## src/rtl/lmss_pkg.sv

```systemverilog
// constants, codes and structs of the marquee scroll sequencer
// no dependencies
package lmss_pkg;

	// display geometry and frame store limits
	localparam int SCREEN_COLUMNS = 64;
	localparam int SCREEN_ROWS    = 16;
	localparam int FRAME_COUNT    = 8;
	localparam int TEXT_MAX       = 1024;

	// field and state widths
	localparam int OFS_W      = 14;
	localparam int VC_W       = 7;
	localparam int DIV_W      = 9;
	localparam int HOLD_W     = 11;
	localparam int FRAME_W    = 3;
	localparam int RATE_W     = 8;
	localparam int MODE_W     = 3;
	localparam int LEN_W      = $clog2(TEXT_MAX + 1);
	localparam int MODEIN_W   = 8;
	localparam int LENIN_W    = 16;
	localparam int COLCFG_W   = 8;
	localparam int PAUSE_W    = 10;
	localparam int CFG_DATA_W = 10;
	localparam int CFG_IDX_W  = 2;

	// working widths for the signed position math
	localparam int CALC_W  = 16;
	localparam int VCALC_W = 8;

	localparam logic [DIV_W-1:0] DIV_MAX = DIV_W'((1 << DIV_W) - 1);
	localparam logic signed [CALC_W-1:0] COLS_S = CALC_W'(SCREEN_COLUMNS);
	localparam logic signed [VCALC_W-1:0] ROWS_S = VCALC_W'(SCREEN_ROWS);
	localparam logic signed [VCALC_W-1:0] ROWS2_S = VCALC_W'(2 * SCREEN_ROWS);

	// item function codes
	localparam logic FUNC_TICK = 1'b0;
	localparam logic FUNC_LOAD = 1'b1;

	// scroll modes
	localparam logic [MODE_W-1:0] MODE_LEFT   = 3'd0;
	localparam logic [MODE_W-1:0] MODE_RIGHT  = 3'd1;
	localparam logic [MODE_W-1:0] MODE_UP     = 3'd2;
	localparam logic [MODE_W-1:0] MODE_DOWN   = 3'd3;
	localparam logic [MODE_W-1:0] MODE_CONT   = 3'd4;
	localparam logic [MODE_W-1:0] MODE_UNUSED = 3'd5;

	// register indexes
	localparam logic [CFG_IDX_W-1:0] REG_FAST_THRESHOLD = 2'd0;
	localparam logic [CFG_IDX_W-1:0] REG_HIDE_COLUMNS   = 2'd1;
	localparam logic [CFG_IDX_W-1:0] REG_RATE_LIMIT     = 2'd2;
	localparam logic [CFG_IDX_W-1:0] REG_PAUSE_TICKS    = 2'd3;

	typedef struct packed {
		logic [COLCFG_W-1:0] fast_threshold;
		logic [COLCFG_W-1:0] hide_columns;
		logic [RATE_W-1:0]   rate_limit;
		logic [PAUSE_W-1:0]  pause_ticks;
	} lmss_cfg_t;

	typedef struct packed {
		logic                func;
		logic [RATE_W-1:0]   frame_rate;
		logic [MODEIN_W-1:0] frame_mode;
		logic [LENIN_W-1:0]  frame_length;
	} lmss_item_t;

	typedef struct packed {
		logic [DIV_W-1:0]        tick_divider;
		logic signed [OFS_W-1:0] offset;
		logic signed [VC_W-1:0]  vcount;
		logic                    hold_flag;
		logic [HOLD_W-1:0]       hold_counter;
		logic [FRAME_W-1:0]      frame_sel;
		logic [RATE_W-1:0]       cur_rate;
		logic [MODE_W-1:0]       cur_mode;
		logic [LEN_W-1:0]        cur_length;
		logic                    pending;
	} lmss_state_t;

endpackage

```

## src/rtl/lmss_step.sv

```systemverilog
// next-state logic of the scroll sequencer: one tick or one frame load
// depends on lmss_pkg
module lmss_step (
	input  lmss_pkg::lmss_cfg_t   cfg,
	input  lmss_pkg::lmss_state_t st,
	input  lmss_pkg::lmss_item_t  item,
	output lmss_pkg::lmss_state_t nxt
);
	import lmss_pkg::*;

	logic signed [CALC_W-1:0]  ofs;
	logic signed [CALC_W-1:0]  end_h;
	logic signed [CALC_W-1:0]  end_v;
	logic signed [CALC_W-1:0]  colstep;
	logic signed [VCALC_W-1:0] vc;
	logic [HOLD_W-1:0]         hc;
	logic                      hold;
	logic                      req;
	logic                      done;
	logic [DIV_W-1:0]          div;
	logic [FRAME_W:0]          sel_inc;
	logic [LEN_W-1:0]          ld_len;
	logic [MODE_W-1:0]         ld_mode;

	always_comb begin
		nxt     = st;
		ofs     = {{(CALC_W-OFS_W){st.offset[OFS_W-1]}}, st.offset};
		vc      = {{(VCALC_W-VC_W){st.vcount[VC_W-1]}}, st.vcount};
		hc      = st.hold_counter;
		hold    = st.hold_flag;
		req     = 1'b0;
		done    = 1'b0;
		div     = st.tick_divider;
		end_h   = $signed(CALC_W'(st.cur_length)) + COLS_S + $signed(CALC_W'(cfg.hide_columns));
		end_v   = $signed(CALC_W'(st.cur_length)) + COLS_S;
		colstep = (st.cur_rate > cfg.fast_threshold) ? CALC_W'(1) : CALC_W'(2);
		sel_inc = {1'b0, st.frame_sel} + 1'b1;
		ld_len  = (item.frame_length > LENIN_W'(TEXT_MAX)) ? '0 : item.frame_length[LEN_W-1:0];
		ld_mode = (item.frame_mode > MODEIN_W'(MODE_UNUSED)) ? MODE_UNUSED
			: item.frame_mode[MODE_W-1:0];

		if (item.func == FUNC_LOAD) begin
			nxt.cur_length = ld_len;
			nxt.cur_mode   = ld_mode;
			nxt.cur_rate   = (item.frame_rate > cfg.rate_limit) ? '0 : item.frame_rate;
			nxt.pending    = 1'b0;
			if (ld_mode != MODE_UNUSED) begin
				nxt.hold_counter = '0;
				nxt.vcount       = '0;
				nxt.hold_flag    = 1'b0;
				case (ld_mode)
					MODE_RIGHT: nxt.offset = {{(OFS_W-LEN_W){1'b0}}, ld_len};
					MODE_UP: begin
						nxt.vcount = VC_W'(2 * SCREEN_ROWS);
						nxt.offset = OFS_W'(SCREEN_COLUMNS);
					end
					MODE_DOWN: nxt.offset = OFS_W'(SCREEN_COLUMNS);
					default:   nxt.offset = '0;
				endcase
			end
		end else if (!st.pending) begin
			if (div < DIV_MAX)
				div = div + 1'b1;
			if (div > DIV_W'(st.cur_rate)) begin
				div = '0;
				case (st.cur_mode)
					MODE_LEFT: begin
						if (!hold)
							ofs = ofs + colstep;
						if (ofs == COLS_S)
							hold = 1'b1;
						if (hold) begin
							if (hc > HOLD_W'(cfg.pause_ticks)) begin
								hold = 1'b0;
								hc   = '0;
							end else begin
								hc = hc + 1'b1;
							end
						end
						if (ofs > end_h)
							req = 1'b1;
					end
					MODE_RIGHT: begin
						if (!hold)
							ofs = ofs - colstep;
						if (ofs == COLS_S)
							hold = 1'b1;
						if (hold) begin
							if (hc > HOLD_W'(cfg.pause_ticks)) begin
								hold = 1'b0;
								hc   = '0;
							end else begin
								hc = hc + 1'b1;
							end
						end else if (ofs[CALC_W-1]) begin
							vc  = '0;
							req = 1'b1;
						end
					end
					MODE_UP: begin
						if (!vc[VCALC_W-1]) begin
							vc = vc - 1'b1;
						end else begin
							hc  = '0;
							vc  = ROWS2_S;
							ofs = ofs + COLS_S;
							if (ofs >= end_v)
								req = 1'b1;
						end
						// end of frame skips the rest of the step
						if (!req) begin
							if (hold) begin
								if (hc > HOLD_W'(cfg.pause_ticks)) begin
									hold = 1'b0;
									hc   = '0;
									done = 1'b1;
								end else begin
									hc = hc + 1'b1;
								end
								if (!done)
									vc = vc + 1'b1;
							end
							if (vc == ROWS_S)
								hold = 1'b1;
						end
					end
					MODE_DOWN: begin
						if (vc == ROWS_S)
							hold = 1'b1;
						if (vc <= ROWS2_S) begin
							vc = vc + 1'b1;
						end else begin
							vc  = '0;
							hc  = '0;
							ofs = ofs + COLS_S;
							if (ofs >= end_v)
								req = 1'b1;
						end
						if (!req && hold) begin
							if (hc > HOLD_W'(cfg.pause_ticks)) begin
								hold = 1'b0;
								hc   = '0;
								done = 1'b1;
							end else begin
								hc = hc + 1'b1;
							end
							if (!done)
								vc = vc - 1'b1;
						end
					end
					MODE_CONT: begin
						ofs = ofs + colstep;
						if (ofs > end_h)
							req = 1'b1;
					end
					default: req = 1'b1;
				endcase
			end
			nxt.tick_divider = div;
			nxt.offset       = ofs[OFS_W-1:0];
			nxt.vcount       = vc[VC_W-1:0];
			nxt.hold_flag    = hold;
			nxt.hold_counter = hc;
			if (req) begin
				nxt.frame_sel = (sel_inc >= (FRAME_W+1)'(FRAME_COUNT)) ? '0
					: sel_inc[FRAME_W-1:0];
				nxt.pending   = 1'b1;
			end
		end
	end

endmodule

```

## src/rtl/led_marquee_scroll_sequencer_core.sv

```systemverilog
// top level of the marquee scroll sequencer: input register, state, result register
// depends on lmss_pkg and lmss_step
//
// Scroll sequencer for a scrolling LED message board. Each input transfer is either a
// millisecond tick (func = 0) or the settings of the frame named by frame_number
// (func = 1); every input transfer gives exactly one result transfer carrying the
// column offset, vertical count, pause flag, frame number and load request as they stand
// after that item. After reset a load is pending in the state and frame 0 is awaited; ticks are
// ignored while a load is awaited. One item is taken per clock cycle while out_ready stays
// high, and each result passes from the input register through the step logic into the
// result register. While a result waits for out_ready the input register still takes one
// more item. Registers are written through cfg_write, cfg_index and cfg_data and take effect
// at once; write them only while no item is in flight.
module led_marquee_scroll_sequencer_core (
	input  logic                                clk,
	input  logic                                arst_n,
	// configuration write port
	input  logic                                cfg_write,
	input  logic [lmss_pkg::CFG_IDX_W-1:0]      cfg_index,
	input  logic [lmss_pkg::CFG_DATA_W-1:0]     cfg_data,
	// input channel
	input  logic                                in_valid,
	output logic                                in_ready,
	input  logic                                func,
	input  logic [lmss_pkg::RATE_W-1:0]         frame_rate,
	input  logic [lmss_pkg::MODEIN_W-1:0]       frame_mode,
	input  logic [lmss_pkg::LENIN_W-1:0]        frame_length,
	// result channel
	output logic                                out_valid,
	input  logic                                out_ready,
	output logic signed [lmss_pkg::OFS_W-1:0]   column_offset,
	output logic signed [lmss_pkg::VC_W-1:0]    vertical_count,
	output logic                                paused,
	output logic [lmss_pkg::FRAME_W-1:0]        frame_number,
	output logic                                load_request
);
	import lmss_pkg::*;

	lmss_cfg_t   cfg_q;
	lmss_state_t state_q;
	lmss_state_t state_nxt;
	lmss_item_t  item_s1;
	logic        valid_s1;
	logic        advance;

	logic                    out_valid_q;
	logic signed [OFS_W-1:0] offset_s2;
	logic signed [VC_W-1:0]  vcount_s2;
	logic                    hold_s2;
	logic [FRAME_W-1:0]      frame_s2;
	logic                    pending_s2;

	// the held item moves on when the result register is empty or being emptied
	assign advance  = valid_s1 && (!out_valid_q || out_ready);
	assign in_ready = !valid_s1 || !out_valid_q || out_ready;

	// configuration registers, no read-back
	always_ff @(posedge clk or negedge arst_n) begin
		if (!arst_n) begin
			cfg_q.fast_threshold <= COLCFG_W'(5);
			cfg_q.hide_columns   <= COLCFG_W'(8);
			cfg_q.rate_limit     <= RATE_W'(100);
			cfg_q.pause_ticks    <= PAUSE_W'(50);
		end else if (cfg_write) begin
			case (cfg_index)
				REG_FAST_THRESHOLD: cfg_q.fast_threshold <= cfg_data[COLCFG_W-1:0];
				REG_HIDE_COLUMNS:   cfg_q.hide_columns   <= cfg_data[COLCFG_W-1:0];
				REG_RATE_LIMIT:     cfg_q.rate_limit     <= cfg_data[RATE_W-1:0];
				REG_PAUSE_TICKS:    cfg_q.pause_ticks    <= cfg_data[PAUSE_W-1:0];
				default: ;
			endcase
		end
	end

	// input register: valid bit
	always_ff @(posedge clk or negedge arst_n) begin
		if (!arst_n) begin
			valid_s1 <= 1'b0;
		end else if (in_valid && in_ready) begin
			valid_s1 <= 1'b1;
		end else if (advance) begin
			valid_s1 <= 1'b0;
		end
	end

	// input register: payload, loaded on every input transfer
	always_ff @(posedge clk) begin
		if (in_valid && in_ready) begin
			item_s1.func         <= func;
			item_s1.frame_rate   <= frame_rate;
			item_s1.frame_mode   <= frame_mode;
			item_s1.frame_length <= frame_length;
		end
	end

	lmss_step u_step (
		.cfg  (cfg_q),
		.st   (state_q),
		.item (item_s1),
		.nxt  (state_nxt)
	);

	// sequencer state, updated once per item as it moves into the result register
	always_ff @(posedge clk or negedge arst_n) begin
		if (!arst_n) begin
			state_q.tick_divider <= '0;
			state_q.offset       <= '0;
			state_q.vcount       <= '0;
			state_q.hold_flag    <= 1'b0;
			state_q.hold_counter <= '0;
			state_q.frame_sel    <= '0;
			state_q.cur_rate     <= '0;
			state_q.cur_mode     <= MODE_UNUSED;
			state_q.cur_length   <= '0;
			state_q.pending      <= 1'b1;
		end else if (advance) begin
			state_q <= state_nxt;
		end
	end

	// result register: valid bit
	always_ff @(posedge clk or negedge arst_n) begin
		if (!arst_n) begin
			out_valid_q <= 1'b0;
		end else if (advance) begin
			out_valid_q <= 1'b1;
		end else if (out_ready) begin
			out_valid_q <= 1'b0;
		end
	end

	// result register: payload is the state right after the item
	always_ff @(posedge clk) begin
		if (advance) begin
			offset_s2  <= state_nxt.offset;
			vcount_s2  <= state_nxt.vcount;
			hold_s2    <= state_nxt.hold_flag;
			frame_s2   <= state_nxt.frame_sel;
			pending_s2 <= state_nxt.pending;
		end
	end

	assign out_valid      = out_valid_q;
	assign column_offset  = offset_s2;
	assign vertical_count = vcount_s2;
	assign paused         = hold_s2;
	assign frame_number   = frame_s2;
	assign load_request   = pending_s2;

endmodule

```

## config.mk

```make
export PLATFORM = sky130hd
export DESIGN_NAME = led_marquee_scroll_sequencer_core
export DESIGN_NICKNAME = d
export VERILOG_FILES = /design/src/rtl/lmss_pkg.sv /design/src/rtl/lmss_step.sv /design/src/rtl/led_marquee_scroll_sequencer_core.sv
export SDC_FILE = /design/constraint.sdc
export NUM_CORES = 1
export LEC_CHECK = 0
export ABC_AREA = 0
export BUFFER_PORTS_ARGS = -buffer_cell sky130_fd_sc_hd__buf_4
export CORE_MARGIN = 2
export CORE_UTILIZATION = 39
export DETAILED_ROUTE_END_ITERATION = 12
export GPL_TIMING_DRIVEN = 0
export PLACE_DENSITY = 0.53
export SLEW_MARGIN = 20
export SYNTH_ARGS = -nofsm -noshare
export SYNTH_HDL_FRONTEND = slang
export SYNTH_SLANG_ARGS = --single-unit
```

## constraint.sdc

```tcl
create_clock -name clk -period 15.54 [get_ports clk]
set_input_delay 2.331 -clock clk [delete_from_list [all_inputs] [get_ports clk]]
set_output_delay 2.331 -clock clk [all_outputs]
set_load 0.01 [all_outputs]
```

Word-level counts from Yosys, hierarchy flattened
Cells that the tools add are included.
Storage, ports and cells
  output and inout bits: 28
  word-level logic and storage cells: 236
  input port bits: 50
  bits in registers: 163
Cells by class
  bitwise logic cells: 2
  add/sub/neg operators: 14
  mux-type cells: 139
  eq/ne operators: 19
  reduce and logical (&&, ||, !) cells: 23
  order comparisons: 14
Operators by type and width (count)
  11-bit two-way mux: 20
  16-bit two-way mux: 10
  8-bit two-way mux: 13
  7-bit two-way mux: 11
  14-bit case mux with 5 select lines: 1
  33-bit two-way mux: 2
  1-bit two-way mux: 63
  11-bit case mux with 4 select lines: 1
  14-bit two-way mux: 3
  36-bit two-way mux: 1
  9-bit two-way mux: 4
  11-bit by 1-bit adder with 11-bit output, second input constant: 3
  11-bit by 10-bit greater-than comparator with 1-bit output: 3
  16-bit by 8-bit equality test with 1-bit output, second input constant: 2
  16-bit by 14-bit greater-than comparator with 1-bit output: 2
  11-bit case mux with 2 select lines: 1
  7-bit case mux with 3 select lines: 1
  16-bit by 11-bit greater-than comparator with 1-bit output, second input constant: 1
  8-bit greater-than comparator: 2
  14-bit by 3-bit adder with 15-bit output: 1
  14-bit by 8-bit adder with 15-bit output, second input constant: 1
  15-bit by 13-bit >= comparator with 1-bit output: 1
  14-bit by 3-bit subtractor with 15-bit output: 1
  12-bit by 8-bit adder with 13-bit output: 1
  other kinds (39): 62

Logic depth before layout (Yosys ltp)
Gate-level depths: netlist (run 1).
  word-level depth: 30
  gate-level depth with buffers: 27
  mapped depth without buffers: 26

Modules after synthesis
A second synthesis (run 1) with hierarchy kept.
Second synthesis, totals
  cell total of the unflattened synthesis: 1454
  area total of the unflattened synthesis: 13222.7 µm²
Modules (own cells, without submodules)
  lmss_step: cells an instance 1171, instances 1, area each 7531.0 µm², sequential area each 0.0 µm²
  led_marquee_scroll_sequencer_core: cells an instance 283, instances 1, area each 5691.7 µm², sequential area each 4389.2 µm²

Least setup slack after synthesis (run 1)
OpenSTA, ideal clock, no wires.
  path type: reg2reg
  start: register cfg_q[28] (netlist name)
  end: register frame_s2[1], in the netlist frame_number[1] (data pin)
  buffers on the path: 1
  setup time: 0.262 ns
  clock period less this slack: 4.945 ns
  arrival: 4.683 ns
  slack: 10.595 ns
  cell stages (with the launch flop): 27
  data required time: 15.278 ns
  cell sequence: dfstp_2 > inv_1 > ha_1 > o21a_1 > o21ai_0 > nand2b_1 > a21oi_1 > o21ai_0 > o21ai_0 > inv_1 > ha_1 > inv_1 > fa_1 > buf_2 > nor2_1 > nand2_1 > xnor2_1 > ha_1 > a21o_1 > a21o_1 > a21oi_1 > o21ai_0 > o211ai_1 > a311o_1 > a31oi_4 > nand2_1 > mux2_1
RTL lines
  from (decl): line led_marquee_scroll_sequencer_core.sv:39  | lmss_cfg_t cfg_q;
  to (signal assigned): line led_marquee_scroll_sequencer_core.sv:138  | frame_s2 <= state_nxt.frame_sel;
  to (decl): line led_marquee_scroll_sequencer_core.sv:50  | logic [FRAME_W-1:0] frame_s2;

==> metrics.txt, run 1 <==
run status finished clean; EDFF count, synth about 60; end of the worst hold path state_q[65]; Post-layout nets 1,717; via density per instance 5.82; Final Max Tran Viols 0; GR Overflow Total 0; initial cell density of the core 0.396; top cells by area, synth dfrtp_1, edfxtp_1, ha_1; start point of the worst hold path state_q[65]; ratio of cells with drive above 1 in the final layout 0.129; Routed wire per std cell approximately 21 µm; proportion of synthesized chip area in sequential cells 0.340; average size of a mapped cell 8.91 µm²; combined flip-flop and latch cell area roughly 4400 µm²; final antenna-violating net count 0; total negative slack for setup checks 0 ns; post-cts sizing count 0; clock network latency to the later pin of the worst-skew pair 0.46 ns; DIE WIDTH 186 µm; Antenna diodes 0; Power Density 132 nW/µm²; Max clock buf depth 2; busiest layer in global routing met2; multi-input logic area about 7900 µm²; vias in the first global route around 11,000; pin count of the biggest net entering global routing 68; met3 capacity usage during global routing 0.0415; detailed router's first-iteration violation count approximately 970; placed wire-length estimate around 34 mm; Num Clock Sinks 163; count of non-filler cells in the finished layout roughly 2,000; crit path time final 6.12 ns; wire length after detailed routing 42.6 mm; minimum setup slack among reg-to-reg paths 9.42 ns; Worst-path clk slew 0.07 ns; achievable frequency 163 MHz; Yosys top cell area share 0.179; iteration count of the initial detailed-routing pass 5; leakage power figure 6.18 nW; Slew Limit Headroom 0.229; met1 Use GR 0.348; post-CTS setup-driven buffer insertion count 0; dominant register cell in the synthesized netlist dfrtp_1; most frequent cells in the layout nand2_1, ha_1, o21ai_0; # IOs 78; cell depth of the worst flop-to-flop path 25; post-synthesis cell area 12,900 µm²; HP Class reg -> reg; commonest non-fill, non-tap cell in the layout nand2_1; data arrival time of the worst path 6.32 ns; GPL Wtd Cong approximately 0.95; Fillers 3,263; TritonCTS clock tree done; number of cells on the worst hold path 2; reg-to-reg startpoint cfg_q[28]; highest fanout seen on the critical path 10; DIE AREA about 35,000 µm²; critical register-to-register path endpoint frame_number[1]; Critical Path RT 15.73 ns; RSZ-0062 raised after global routing no; number of H-tree levels 4; overall via count from detail_route 11,600; worst-case vdd ir drop around 0.10 mV; Clock Skew ~0.011 ns; residual DRC count 0; global-route wire length before repair 65.8 mm; max-cap viol count 0; final hold violation count 0; share of flip-flops with an asynchronous set or reset after synthesis 0.638; Synth area leader dfrtp_1; initial antenna violation count 2; input/output buffers 77; startpoint class of the critical path flop; cell count after synthesis 1,447; number of distinct library cell variants in the gate-level netlist after synthesis 97; part of the cycle the worst path needs 0.394; row cnt 66; core region area 32,500 µm²; area added between synthesis and finish 13.9%; Tightest Pin Transition ~1.1 ns; library cell used as clock root buffer clkbuf_16; Die Y-Extent 186 µm; Final setup violation count 0; Syn. warnings 0; met2 capacity usage during global routing 0.400; aggregate global-route resource usage 0.254; Crit Path Category reg -> reg; number of flip-flops and latches in the synthesized netlist 163; cts bufs inserted 17; number of hold-repair buffers added at the cts stage 0; kind of end point of the critical path flop; number of placed instances with taps included 1,970
==> cells in the mapped netlist (all sizes together) (32+ instances only) <==
library cell	count
a21oi	65
o21ai	109
clkbuf	60
dfrtp	92
nor3	32
xor2	37
mux2	37
nand2	150
inv	83
nor2	87
ha	117
edfxtp	59
xnor2	49
nand3	59
==> worst max path at each step <==
| stage | depth (start not counted) | end | start | slack (ns) |
|---|---|---|---|---|
| final | 25 | frame_number[1] | cfg_q[28] | 9.42 |
| after detailed placement | 25 | frame_number[1] | cfg_q[28] | 9.47 |
| after global placement | 25 | frame_number[1] | cfg_q[28] | 9.45 |
| after global routing | 25 | frame_number[1] | cfg_q[28] | 9.02 |
| after floorplan | 26 | frame_number[1] | cfg_q[28] | 10.60 |
| after CTS | 25 | frame_number[1] | cfg_q[28] | 9.44 |
==> state kept, by name (all words and copies together) (netlist names) <==
register        count
cfg_q              34
column_offset      14
frame_number        3
item_s1            33
load_request        1
out_valid           1
paused              1
state_q            68
valid_s1            1
vertical_count      7
==> through the flow <==
step	total power, W	hold WS (ns)	worst slack [ns]	instance area (µm²)	util
2_1_floorplan	0.00122	0.450	10.60	12900	-
3_3_place_gp	0.00149	0.467	9.45	14000	0.431
3_5_place_dp	0.00151	0.474	9.47	14100	0.433
4_1_cts	0.00194	0.494	9.44	14700	0.451
5_1_grt	0.00208	0.505	9.02	14700	0.451
6_report	0.00194	0.495	9.42	14700	0.451
==> cells by family after synthesis <==
family,after synthesis,share of synthesized area
compound gates,390,0.206
xor+xnor,86,0.0584
fa+ha+maj,120,0.118
buf+inv,158,0.0481
flops,163,0.340
mux,45,0.0388
other cells,1,0.000291
simple gates,484,0.190
==> final cells by class <==
class	instances	area share
clock inverter	12	0.00810
inverter	84	0.0215
multi-input combinational	1127	0.537
buffer	74	0.0209
timing repair buffer	80	0.0442
clock buffer	20	0.0312
sequential	163	0.299
tap	442	0.0377
==> worst max-delay path, stage by stage (launching register included) <==
cell and delay, ns:
dfstp_2 0.52, inv_1 0.05, ha_1 0.28, o21a_1 0.11, o21ai_0 0.06, nand2b_1 0.07
a21oi_1 0.07, o21ai_0 0.14, o21ai_0 0.28, inv_1 0.24, ha_1 0.22, inv_1 0.06
fa_1 0.38, buf_2 0.22, nor2_1 0.58, nand2_1 0.15, xnor2_1 0.19, ha_1 0.33
and4_1 0.23, nand4_1 0.10, a21oi_1 0.19, o211ai_1 0.16, a311o_1 0.37, a31oi_4 0.32
nand2_1 0.15, mux2_1 0.36
==> layer usage <==
layer  up-vias  share of wire  wire length, µm
met1      5621           0.46            19600
li1       5547              -                -
met2       397           0.46            19500
met4         0          0.034             1450
met5         -              0                0
met3        82          0.051             2180
==> report_power, final <==
part | leakage [nW] | switching, W | internal (W)
clock | 0.280 | 0.000192 | 0.000234
sequential | 1.89 | 0.0000616 | 0.000520
combinational | 4.01 | 0.000567 | 0.000364
total | 6.18 | 0.000821 | 0.00112
(Power assumes the default switching activity.)
==> inputs of run 2 (changes only) <==
--- a/config.mk
+++ b/config.mk
@@ -5,13 +5,13 @@
 export SDC_FILE = /design/constraint.sdc
 export NUM_CORES = 1
 export LEC_CHECK = 0
-export ABC_AREA = 0
+export ABC_AREA = 1
 export BUFFER_PORTS_ARGS = -buffer_cell sky130_fd_sc_hd__buf_4
 export CORE_MARGIN = 2
 export CORE_UTILIZATION = 39
 export DETAILED_ROUTE_END_ITERATION = 12
 export GPL_TIMING_DRIVEN = 0
-export PLACE_DENSITY = 0.53
+export PLACE_DENSITY = 0.55
 export SLEW_MARGIN = 20
 export SYNTH_ARGS = -nofsm -noshare
 export SYNTH_HDL_FRONTEND = slang
==> constraint.sdc (replaced) <==
create_clock -name clk -period 5.3 [get_ports clk]
set_input_delay 0.795 -clock clk [delete_from_list [all_inputs] [get_ports clk]]
set_output_delay 0.795 -clock clk [all_outputs]
set_load 0.01 [all_outputs]
==> run 2 against run 1 <==
Sequential share of layout area decreased by 0.89 points. Total power increased to 3.8 times the previous value. Critical endpoint is now frame_number[2]. Via count increased by 11%. Non-clock buffer count decreased by 16. Clock power increased to 3.0 times the previous value. Die area increased by 2.6%. Critical path depth increased by 3. First-iteration DRC count increased by 6.4%. Register-to-register slack got worse by 9.1 ns. Cell area increased by 3.1%. Clock-buffer cell count decreased by 2.
==> metrics.txt, run 2 <==
run status finished clean; Max clock buf depth 2 (unchanged); HP Class in -> async; Crit Path Category reg -> reg; global-route wire length before repair 69.1 mm (+5.0%); initial antenna violation count 0 (-2); number of H-tree levels 4 (unchanged); Final Max Tran Viols 0 (unchanged); Slew Limit Headroom 0.486 (+0.257); Syn. warnings 0 (unchanged); list of most frequent post-synthesis cells nand2_1, inv_1, nor2_1; Clock Skew 0.0174 ns (+0.00598 ns); Most flops, register state_q; Worst Slack Setup Final 0.359 ns (-9.06 ns); ratio of cells with drive above 1 in the final layout 0.112 (-0.0180); crit path time final 4.94 ns (-1.18 ns); Power Density 483 nW/µm² (+270%); proportion of synthesized chip area in sequential cells 0.332 (-0.00895); top-count cell post-synth nand2_1; number of buffer and inverter stages on the critical path 3 (-1); Fillers 3,442 (+5.5%); EDFF count, synth 59 (unchanged); overall via count from detail_route 13,000 (+11%); achievable frequency 202 MHz (+24%); number of hold-repair buffers added at the cts stage 0 (unchanged); clock network latency to the later pin of the worst-skew pair 0.47 ns (about the same); Largest register FFs 68 (unchanged); area added between synthesis and finish 14.3%; part of the cycle the worst path needs 0.932 (+0.538); most frequent cells in the layout nand2_1, inv_1, nor2_1; cts bufs inserted 17 (unchanged); critical path launch point cfg_q[28]; kind of end point of the critical path flop; number of flip-flops and latches in the synthesized netlist 163 (unchanged); residual DRC count 0 (unchanged); average size of a mapped cell 7.12 µm² (-20%); worst-case vdd ir drop 0.287 mV (+180%); Die Y-Extent 188 µm (+1.3%); Final setup violation count 0 (unchanged); reg-to-reg startpoint cfg_q[28]; initial cell density of the core 0.396 (-0.000405); Routed wire per std cell 18.2 µm (-14%); DIE WIDTH 188 µm (+1.3%); GPL Wtd Cong 0.947 (-0.62%); startpoint class of the critical path flop; pin count of the biggest net entering global routing 69 (+1.5%); data arrival time of the worst path 5.15 ns (-1.17 ns); multi-input logic area 7610 µm² (-3.6%); via density per instance 5.35 (-8.0%); GR Overflow Total 0 (unchanged); Num Clock Sinks 163 (unchanged); library cell used as clock root buffer clkbuf_16; Worst-path clk slew 0.08 ns (about the same); post-synthesis cell area 13,200 µm² (+2.7%); RSZ-0062 raised after global routing no; leakage power figure 7.36 nW (+19%); commonest non-fill, non-tap cell in the layout nand2_1; highest fanout seen on the critical path 6 (-4); Post-layout nets 2,130 (+24%); core region area 33,400 µm² (+2.8%); final design utilization 0.452 (+0.00113); max-cap viol count 0 (unchanged); total negative slack for setup checks 0 ns (unchanged); Tightest Pin Transition 0.771 ns (-0.370 ns); wire length after detailed routing 44.1 mm (+3.5%); share of flip-flops with an asynchronous set or reset after synthesis 0.638 (unchanged); top cells by area, synth dfrtp_1, nand2_1, edfxtp_1; placed wire-length estimate 34.7 mm (+3.4%); final hold violation count 0 (unchanged); DIE AREA 35,400 µm² (+2.6%); Critical Path Most Common Cell nand2_1; combined flip-flop and latch cell area 4390 µm² (unchanged); biggest regs state_q (68), cfg_q (34), item_s1 (33); # IOs 78 (unchanged); Critical Path RT 5.51 ns (-10.22 ns); detailed router's first-iteration violation count 1,027 (+6.4%); iteration count of the initial detailed-routing pass 5 (unchanged); cell type group with the largest total delay on the critical path simple AND/OR/NAND/NOR gates; final antenna-violating net count 0 (unchanged); number of distinct library cell variants in the gate-level netlist after synthesis 57 (-41%); Yosys top cell area share 0.174 (-0.00469); Synth area leader dfrtp_1; cell count after synthesis 1,859 (+28%); vias in the first global route 12,100 (+8.5%); aggregate global-route resource usage 0.253 (-0.000769); critical path's slowest cell dfstp_2; Worst Setup Slack post-DPL -0.0583 ns (-9.53 ns); max incr delay on CP 0.54 ns (-0.04 ns); input/output buffers 77 (unchanged); TritonCTS clock tree done; total power consumption of the routed design 0.00731 W (+280%); dominant register cell in the synthesized netlist dfrtp_1; row cnt 67 (+1.5%)
-- run 2: changes by cell type after synthesis, moves of 21 or more --
cell	delta
mux2_2	-34
nand2_1	+349
o21ai_0	+37
xnor2_1	-38
a22o_1	-23
nand3_1	+90
inv_1	+154
nor2_1	+66
clkbuf_1	-36
nor2b_1	-21
-- run 2: cell families after synthesis --
group                      after synthesis  share of synthesized area
AOI/OAI and AO/OA                      318                      0.135
xor gates and xnor gates                39                     0.0258
adders and majority gates              120                      0.115
buffers and inverters                  314                     0.0985
DFF                                    163                      0.332
other                                    1                   0.000283
and+or+nand+nor                        904                      0.294
-- run 2: final cells by class --
type,instances,area share
Inverter,257,0.0645
Clock buffer,18,0.0298
Antenna cell,1,0.000165
Multi-Input combinational cell,1383,0.503
Buffer,57,0.0218
Timing Repair Buffer,81,0.0434
Sequential cell,163,0.290
Tap cell,448,0.0371
Clock inverter,14,0.0103
-- run 2: metal layers --
layer | global-route usage | wire length (µm)
met1 | 0.363 | 21000
met2 | 0.399 | 19700
met3 | 0.0317 | 2470
met4 | 0.0763 | 982
met5 | 0 | 0
-- run 2: through the flow --
stage	area (µm²)	std cells	hold WS, ns
3_5_place_dp	14500	2388	0.474
5_1_grt	15100	2421	0.270
3_3_place_gp	14400	2385	0.467
4_1_cts	15100	2420	0.255
2_1_floorplan	13200	1860	0.448
6_report	15100	2422	0.247
-- run 2: power by group --
part	leakage, nW	switching (W)	total, W	internal [W]
sequential	1.90	0.000206	0.00183	0.00162
clock	0.300	0.000629	0.00129	0.000659
combinational	5.16	0.00280	0.00419	0.00139
total	7.36	0.00364	0.00731	0.00367
-- run 2: worst paths after layout --
kind,to,slack [ns],depth (start not counted)
setup / recovery,frame_number[2],0.36,28
hold / removal,state_q[51],0.25,1
setup reg to reg,frame_number[2],0.36,28
hold reg to reg,cfg_q[7],0.49,2
max in group asynchronous,cfg_q[16],4.29,2
min in group clk,cfg_q[7],0.49,2
-- run 2: worst register-to-register path, delay by kind of cell, from the launching register on --
family / cells / cell delay, ns
buffers and inverters: 3 / 0.29
AND/OR/NAND/NOR: 18 / 2.08
flip-flops: 1 / 0.54
AO/OA/AOI/OAI: 4 / 0.85
adder cells (fa/ha/maj): 3 / 0.95
-- run 2: repair_timing --
| item | 4_1_cts | 5_1_grt |
|---|---|---|
| pin swaps | 0 | 1 |
| gates resized for setup | 1 | 7 |
| gates cloned | 0 | 0 |
| endpoints found under the setup margin | 5 | 8 |
| buffers inserted | 0 | 1 |
